## config.mk

```make
export PLATFORM = sky130hd
export DESIGN_NAME = ohlcv_queue
export DESIGN_NICKNAME = d
export VERILOG_FILES = /design/src/hdl/ohlcv_pkg.sv /design/src/hdl/ohlcv_queue.sv
export SDC_FILE = /design/constraint.sdc
export NUM_CORES = 1
export LEC_CHECK = 0
export ABC_CLOCK_PERIOD_IN_PS = 75000
export BUFFER_PORTS_ARGS = -buffer_cell sky130_fd_sc_hd__buf_2
export CORE_AREA = 3 3 506 508
export CTS_BUF_LIST = sky130_fd_sc_hd__clkbuf_16
export CTS_CLUSTER_DIAMETER = 40
export DETAILED_ROUTE_END_ITERATION = 8
export DIE_AREA = 0 0 509 511
export GPL_ROUTABILITY_DRIVEN = 0
export SLEW_MARGIN = 20
export SYNTH_ARGS = -nofsm -noshare
export SYNTH_HDL_FRONTEND = slang
export SYNTH_SLANG_ARGS = --single-unit
```

## constraint.sdc

```tcl
create_clock -name i_clk -period 75 [get_ports i_clk]
set_input_delay 7.5 -clock i_clk [delete_from_list [all_inputs] [get_ports i_clk]]
set_output_delay 7.5 -clock i_clk [all_outputs]
set_load 0.02 [all_outputs]
```

## src/hdl/ohlcv_pkg.sv

```systemverilog
`timescale 1ns / 1ps
package ohlcv_pkg;
    localparam int Symbols = 256;
    localparam int Slots = 6;
    localparam int SymW = 8;
    localparam int SlotW = 3;
    localparam int EntryW = 11;
    localparam int Depth = Symbols * Slots;
    localparam int ClearW = 12;
    localparam int CntMax = 1023;
    localparam int MsPerMin = 60000;
    localparam logic [9:0] PeriodReset [Slots] =
        '{10'd5, 10'd15, 10'd30, 10'd60, 10'd240, 10'd480};
    localparam logic [SlotW-1:0] LastSlot = SlotW'(Slots - 1);
    localparam logic [47:0] Max48 = 48'hFFFF_FFFF_FFFF;

    typedef struct packed {
        logic [SymW-1:0] sym;
        logic [47:0] ts;
        logic [47:0] op;
        logic [47:0] hi;
        logic [47:0] lo;
        logic [47:0] cl;
        logic [47:0] vol;
    } t_item;

    typedef struct packed {
        t_item item;
        logic [Slots-1:0][47:0] pstart;
        logic [Slots-1:0][9:0] mins;
    } t_job;

    typedef enum logic [2:0] {
        S_CLEAR, S_IDLE, S_READ, S_EXEC, S_EMIT
    } t_back_state;

    typedef enum logic [1:0] {
        F_IDLE, F_DIV, F_PUSH
    } t_front_state;
endpackage

```

## src/hdl/ohlcv_queue.sv

```systemverilog
`timescale 1ns / 1ps
module ohlcv_queue
    import ohlcv_pkg::*;
(
    input  logic i_clk,
    input  logic i_rst_n,
    input  logic i_valid,
    output logic o_ready,
    input  t_job i_job,
    output logic o_valid,
    input  logic i_ready,
    output t_job o_job
);
    t_job r_mem [2];
    logic r_wp, r_rp;
    logic [1:0] r_cnt;
    logic w_push, w_pop;

    assign o_ready = (r_cnt != 2'd2);
    assign o_valid = (r_cnt != 2'd0);
    assign o_job = r_mem[r_rp];
    assign w_push = i_valid && o_ready;
    assign w_pop = o_valid && i_ready;

    always_ff @(posedge i_clk) begin
        if (!i_rst_n) begin
            r_wp <= 1'b0;
            r_rp <= 1'b0;
            r_cnt <= '0;
        end else begin
            if (w_push) r_wp <= ~r_wp;
            if (w_pop) r_rp <= ~r_rp;
            r_cnt <= r_cnt + 2'(w_push) - 2'(w_pop);
        end
    end

    always_ff @(posedge i_clk) begin
        if (w_push) r_mem[r_wp] <= i_job;
    end
endmodule

```

**Word level (Yosys, flattened, before mapping)**

Memories as Yosys holds them, arrays and structs flattened. A register that Yosys moved wholly into a read port is not among the register bits.
Index checks and enable logic that the tools add are counted.

- Bitwise operators: 2
- Equality and inequality tests: 1
- Reductions and logical operators: 3
- Mux-type cells: 4
- Add/sub/neg operators: 2

Operators with widths:

| operator | number |
|---|---|
| $mux 1 | 4 |
| $add 2x1->2 | 1 |
| $logic_and 1x1->1 | 2 |
| $ne 2x2->1 const B | 1 |
| $not 1->1 | 2 |
| $reduce_bool 2->1 | 1 |
| $sub 2x1->2 | 1 |

- Memories kept: 1
- RAM bits: 1288
- Register bits: 4
- Output and inout bits: 646
- Logic and storage cells: 16
- Input bits: 648

Memory list:

| name | words | bits a word | rd ports | clocked after Yosys merged registers in | write ports | line | source |
|---|---|---|---|---|---|---|---|
| r_mem | 2 | 644 | 1 | 1 | 1 | ohlcv_queue.sv:14 | `t_job r_mem [2];` |

**Depth between registers and ports, before layout**

Gate-level depths: netlist of the first run.

- Depth in word-level cells: 4
- Gate-level depth with buffers: 8
- Gate-level depth less buffers: 8

**Least setup slack after synthesis of the first run**

OpenSTA, ideal clock, no wires.

- Path kind: input to register
- Start: input i_valid
- End: memory r_mem[0][0] (netlist name) (enable)
- Buffers on the path: 0
- Arrival time: 34.221 ns
- Required time: 73.330 ns
- Path slack: 39.109 ns
- Stages on the path: 2
- Library setup time: 1.670 ns
- Cells stage by stage: nand2_1 > nor2_1

- Cells in the longest elaborated chain, start to end: 3

Ends and longest elaborated chain:

| item | line | source |
|---|---|---|
| from (decl) | ohlcv_queue.sv:7 | `input logic i_valid,` |
| $logic_and 1x1->1 | ohlcv_queue.sv:22 | `assign w_push = i_valid && o_ready;` |
| $mux 1 | ohlcv_queue.sv:38 | `if (w_push) r_mem[r_wp] <= i_job;` |
| $mux 1 (not written as such) | ohlcv_queue.sv:38 |  |
| to (decl) | ohlcv_queue.sv:14 |  |

Every way passes these cells.

==> run_results.csv, run 1 <==
group,metric,value,unit
logic_synthesis,synthArstFlopShare,0,%
placement,dp_cells,6629,
logic_synthesis,syn-cell-area,0.04724,mm²
detailed_routing,ant_nets,0,
worst_setup_path,worst-path-max-fanout,64,
placement,portBuffers,1293,
sta,period_share,17.64,%
sta,max-slew-margin-rel,31.45,%
clock_network,cts.sink_count,1293,
clock_network,htree_levels,4,
logic_synthesis,yosysWarnings,0,
clock_network,postCtsHoldBufs,0,
clock_network,clkTransAtPathRegs,0.06,ns
sta,period_needed,13.23,ns
logic_synthesis,synth_ff_type,"edfxtp_1",
cells_and_area,nets,4128,
logic_synthesis,synthCells,2028,
worst_setup_path,end_kind,"primary output",
global_routing,grt_pass1_vias,26938,
worst_setup_path,cp_cell_sequence,"buf_4 -> buf_4 -> buf_4 -> buf_4 -> mux2_2 -> buf_2",
cells_and_area,multi_input_area,0.007995,mm²
detailed_routing,first_pass_iters,5,
cells_and_area,areaGrowthSynthToFinish,37.14,%
sta,setup_tns,0,ns
logic_synthesis,synthXorXnorAreaFrac,0.05562,%
cells_and_area,layout_common_cells,"1293 x buf_2, 1288 x edfxtp_1, 484 x mux2_2",
sta,finalHoldViolCount,0,
cells_and_area,post_route_cells_drive_above_1_share,63.12,%
cells_and_area,final_area,0.06479,mm²
floorplanning,num_rows,184,
floorplanning,start_util,18.77,%
hold_path,hp-class,"reg -> reg",
sta,worst_slew_pin_slew,1.028,ns
worst_setup_path,critPathKind,"reg -> out",
sta,fin_skew,0.04451,ns
sta,maxSlewViolCount,0,
status,status,"finished clean",
clock_network,cts_setup_buffers,0,
detailed_routing,viasPerCell,3.769,
worst_setup_path,crit_path_start_kind,"register",
detailed_routing,wirelength,179.7,mm
clock_network,cts_resized,0,
clock_network,root_buffer,"clkbuf_16",
sta,setup_violations,0,
floorplanning,die_w,509,µm
logic_synthesis,synth_edf_count,1288,
cells_and_area,fill_cells,25559,
global_routing,grt_max_degree,142,
clock_network,clk_latency,0.81,ns
global_routing,antenna_found_initial,174,
worst_setup_path,r2r-start,"r_cnt[0]$_SDFF_PN0_",
power_and_ir_drop,p_leak,23.68,nW
global_routing,overflow,0,
logic_synthesis,synth_compound_area_share,0.01589,%
sta,max_freq,75.57,MHz
power_and_ir_drop,power_density,38.25,mW/mm²
cells_and_area,register_area,0.03878,mm²
worst_setup_path,cp.arrival,5.73,ns
logic_synthesis,synth_fp_nets,2678,
run,maxCapViolations,0,
sta,rsz0062_at_grt,"no",
floorplanning,core,0.2516,mm²
floorplanning,fp.dieArea,0.2601,mm²
placement,placed_area,0.05771,mm²
global_routing,grt_pass1_wl,233.5,mm
clock_network,clockBufferDepth,3,
logic_synthesis,synthDistinctLibCells,18,
worst_setup_path,slowest_stage,"dfxtp_4",
detailed_routing,route.vias.total,26534,
cells_and_area,final_common_cell,"buf_2",
detailed_routing,first_iter_violations,1943,
logic_synthesis,synth.area.mux_share,16.64,%
floorplanning,pin_count,1294,
hold_path,holdCritStartpoint,"r_wp$_SDFFE_PN0N_",
cells_and_area,post-route-util,25.75,%
clock_network,cts-buffers-inserted,195,
logic_synthesis,yosys.area_share.simple,0.1298,%
cells_and_area,finalNonFillerCells,7040,
logic_synthesis,yosysSeqAreaShare,82.08,%
power_and_ir_drop,peakVddDrop,0.02298,mV
global_routing,track_usage,13.19,%
logic_synthesis,synthAdderAreaFrac,0.05297,%
worst_setup_path,critical_path.max_stage_delay,0.93,ns
placement,dp_hpwl,142.1,mm
floorplanning,die_h,511,µm
detailed_routing,wl_per_cell,25.53,µm
detailed_routing,drc,0,
clock_network,cts_tree,"built",
logic_synthesis,syn_area_per_cell,23.30,µm²
logic_synthesis,yosys_register_bits,1293,
logic_synthesis,synth_top_family_by_area,"multiplexers",
worst_setup_path,path_common_cell,"buf_4",
worst_setup_path,crit_required,67.50,ns
==> metrics by stage <==
stage	hold slack [ns]	setup WS, ns	power [W]
after floorplan	0.4549	39.11	0.001421
after global placement	0.5189	61.86	0.001564
after detailed placement	0.5340	61.80	0.001568
after CTS	0.5494	61.63	0.002520
after global routing	0.5677	61.45	0.002577
final	0.5513	61.77	0.002478
==> layer usage <==
layer	vias to the layer above	global-route usage [%]	part of all wire [%]
li1	11173	-	-
met1	13241	14.60	37
met2	1550	21.27	47
met3	468	7.308	13
met4	102	4.510	3.0
met5	-	0	0.38
==> cells in the mapped netlist (all sizes together) (2+ instances only) <==
library cell | n | share of area, %
and2 | 2 | 0.026
nand2b | 2 | 0.026
ha | 2 | 0.053
nand2 | 2 | 0.016
nor2b | 2 | 0.026
mux2 | 644 | 17
buf | 72 | 1.0
dfxtp | 5 | 0.21
xnor2 | 3 | 0.056
edfxtp | 1288 | 82
==> area by class of cell <==
class | count | share of cell area, %
Clock buffer | 196 | 7.570
Inverter | 1 | 0.005794
Sequential cell | 1293 | 59.86
Timing Repair Buffer | 1325 | 10.40
Clock inverter | 170 | 3.187
Antenna cell | 45 | 0.1738
Multi-Input combinational cell | 662 | 12.34
Tap cell | 3348 | 6.466
==> flip-flops by register name, indices dropped and copies added, names as in the netlist, named ones only <==
name and cells:
r_cnt 2, r_mem 1288, r_rp 1, r_wp 1
==> worst max-delay path: cells and delay by family, from the launching register on <==
family	cells	cell delay (ns)
buf+inv	5	3.28
flops	1	0.93
mux	1	0.43
==> where the power goes <==
group / internal, W / switching [W]
registers: 0.000909 / 0.0000273
logic: 0.000214 / 0.000389
clock network: 0.000579 / 0.000360
==> cells by family after synthesis <==
| kind of cell | count (synthesis) |
|---|---|
| AO/OA/AOI/OAI | 1 |
| flip-flops | 1293 |
| adder cells (fa/ha/maj) | 2 |
| AND/OR/NAND/NOR | 11 |
| buffers and inverters | 73 |
| XOR/XNOR | 3 |
| multiplexers | 645 |
==> final timing paths <==
| kind | endpoint | slack, ns | depth (start not counted) |
|---|---|---|---|
| max | o_job[476] | 61.77 | 6 |
| min | r_wp$_SDFFE_PN0N_ | 0.55 | 2 |
| max reg2reg | r_mem[1][131]$_DFFE_PP_ | 68.92 | 8 |
| min reg2reg | r_wp$_SDFFE_PN0N_ | 0.55 | 2 |
(Power assumes the default switching activity.)
==> run 2, diff against run 1 <==
--- a/config.mk
+++ b/config.mk
@@ -5,7 +5,7 @@
 export SDC_FILE = /design/constraint.sdc
 export NUM_CORES = 1
 export LEC_CHECK = 0
-export ABC_CLOCK_PERIOD_IN_PS = 75000
+export ABC_CLOCK_PERIOD_IN_PS = 12500
 export BUFFER_PORTS_ARGS = -buffer_cell sky130_fd_sc_hd__buf_2
 export CORE_AREA = 3 3 506 508
 export CTS_BUF_LIST = sky130_fd_sc_hd__clkbuf_16
==> constraint.sdc (replaced) <==
create_clock -name i_clk -period 12.5 [get_ports i_clk]
set_input_delay 1.25 -clock i_clk [delete_from_list [all_inputs] [get_ports i_clk]]
set_output_delay 1.25 -clock i_clk [all_outputs]
set_load 0.02 [all_outputs]
==> run_results.csv, run 2 (synthesis results as in run 1) <==
group,metric,value,unit
sta,finalHoldViolCount,0,
sta,maxSlewViolCount,0,
detailed_routing,drc,0,
global_routing,overflow,0,
clock_network,cts_tree,"built",
run,maxCapViolations,0,
sta,fin_skew,0.08387,ns
sta,holdWs,0.5495,ns
cells_and_area,nets,4133,
power_and_ir_drop,p_int,0.01013,W
floorplanning,start_util,18.77,%
cells_and_area,post_route_cells_drive_above_1_share,63.47,%
power_and_ir_drop,peakVddDrop,0.1509,mV
worst_setup_path,worst-path-max-fanout,114,
floorplanning,fp.dieArea,0.2601,mm²
global_routing,grt_pass1_wl,240.4,mm
power_and_ir_drop,comb_power_share,24.8,%
detailed_routing,ant_nets,0,
power_and_ir_drop,clkPwrFrac,37.7,%
placement,dp_hpwl,148.2,mm
placement,placed_area,0.05771,mm²
detailed_routing,first_iter_violations,2465,
clock_network,cts_resized,0,
global_routing,track_usage,13.71,%
hold_path,hp-class,"reg -> reg",
worst_setup_path,critPathKind,"reg -> out",
detailed_routing,viasPerCell,3.777,
cells_and_area,finalNonFillerCells,7050,
power_and_ir_drop,pwr-share-seq,37.5,%
floorplanning,die_w,509,µm
global_routing,grt_pass1_vias,27356,
power_and_ir_drop,power_density,230.1,mW/mm²
worst_setup_path,cp.arrival,4.03,ns
detailed_routing,wirelength,187.3,mm
power_and_ir_drop,p_switching,0.004799,W
detailed_routing,route.vias.total,26625,
worst_setup_path,end_kind,"primary output",
sta,setup_violations,0,
cells_and_area,regMostFlops,"r_mem",
sta,period_share,42.25,%
sta,max-slew-margin-rel,21.59,%
cells_and_area,areaGrowthSynthToFinish,37.32,%
sta,worst_slew_pin_slew,1.176,ns
worst_setup_path,crit_required,11.25,ns
floorplanning,core,0.2516,mm²
placement,portBuffers,1293,
sta,setup_tns,0,ns
sta,rsz0062_at_grt,"no",
status,status,"finished clean",
cells_and_area,layout_common_cells,"1293 x buf_2, 1288 x edfxtp_1, 484 x mux2_2",
clock_network,clk_latency,0.81,ns
cells_and_area,fill_cells,25699,
global_routing,antenna_found_initial,200,
clock_network,clkTransAtPathRegs,0.06,ns
sta,period_needed,5.281,ns
placement,dp_cells,6625,
floorplanning,pin_count,1294,
power_and_ir_drop,p_sw_share,32.15,%
floorplanning,die_h,511,µm
cells_and_area,final_common_cell,"buf_2",
clock_network,htree_levels,4,
clock_network,cts.sink_count,1293,
global_routing,grt_max_degree,142,
clock_network,root_buffer,"clkbuf_16",
power_and_ir_drop,power,0.01493,W
clock_network,cts_setup_buffers,0,
worst_setup_path,crit_path_start_kind,"register",
clock_network,cts-buffers-inserted,204,
floorplanning,num_rows,184,
cells_and_area,top_regs,"r_mem x1288, r_cnt x2",
clock_network,postCtsHoldBufs,0,
detailed_routing,wl_per_cell,26.56,µm
detailed_routing,first_pass_iters,7,
power_and_ir_drop,p_leak,23.68,nW
clock_network,clockBufferDepth,3,
cells_and_area,final_area,0.06488,mm²
sta,max_freq,189.4,MHz
cells_and_area,largest_register_ffs,1288,
## run 2: cell count changes in the layout (fill, tap and decap cells not counted), moves of 7 or more
cell        before  now
inv_6           21   33
clkbuf_16      196  205
buf_4           30   23
bufinv_16       26   14
clkinvlp_4      20   28
## run 2: area by class of cell
type	instances	area [µm²]	share of cell area, %
sequential	1293	38780	59.78
multi-input combinational	662	7995	12.32
timing repair buffer	1321	6744	10.40
clock buffer	205	5130	7.907
tap	3348	4189	6.457
clock inverter	175	1921	2.960
antenna	45	112.6	0.1736
inverter	1	3.754	0.005786
## run 2: per-stage QoR
| stage | utilization, % | setup WS (ns) |
|---|---|---|
| after detailed placement | 22.94 | 7.749 |
| final | 25.78 | 7.219 |
| after global placement | 22.94 | 7.780 |
| after CTS | 25.74 | 7.088 |
| after floorplan | - | 1.095 |
| after global routing | 25.75 | 7.044 |
## run 2: worst paths after layout
kind	start	end	slack (ns)	cells past startpoint
max	register	o_job[84]	7.22	4
min	r_rp$_SDFFE_PN0P_	r_rp$_SDFFE_PN0P_	0.55	2
max reg2reg	r_cnt[0]$_SDFF_PN0_	r_mem[1][558]$_DFFE_PP_	8.50	5
min reg2reg	r_rp$_SDFFE_PN0P_	r_rp$_SDFFE_PN0P_	0.55	2
## run 2: worst max-delay path: stages (launching register included)
cell	delay, ns
dfxtp_4	0.79
buf_12	0.54
buf_4	0.83
mux2_2	0.43
buf_2	0.16
## run 2: power groups by stage
stage | logic [W] | registers [W] | clock network [W]
after floorplan | 0.00227 | 0.00584 | 0
after detailed placement | 0.00378 | 0.00569 | 0
after CTS | 0.00380 | 0.00560 | 0.00577
final | 0.00370 | 0.00560 | 0.00562
after global routing | 0.00392 | 0.00564 | 0.00597
after global placement | 0.00378 | 0.00567 | 0
## run 2: per-layer routing
metal / part of all wire [%] / vias up / track usage [%]
met5: 0.39 / - / 0
met4: 3.0 / 114 / 4.136
met3: 15 / 490 / 8.499
met2: 47 / 1582 / 22.53
met1: 35 / 13243 / 14.48
li1: - / 11196 / -
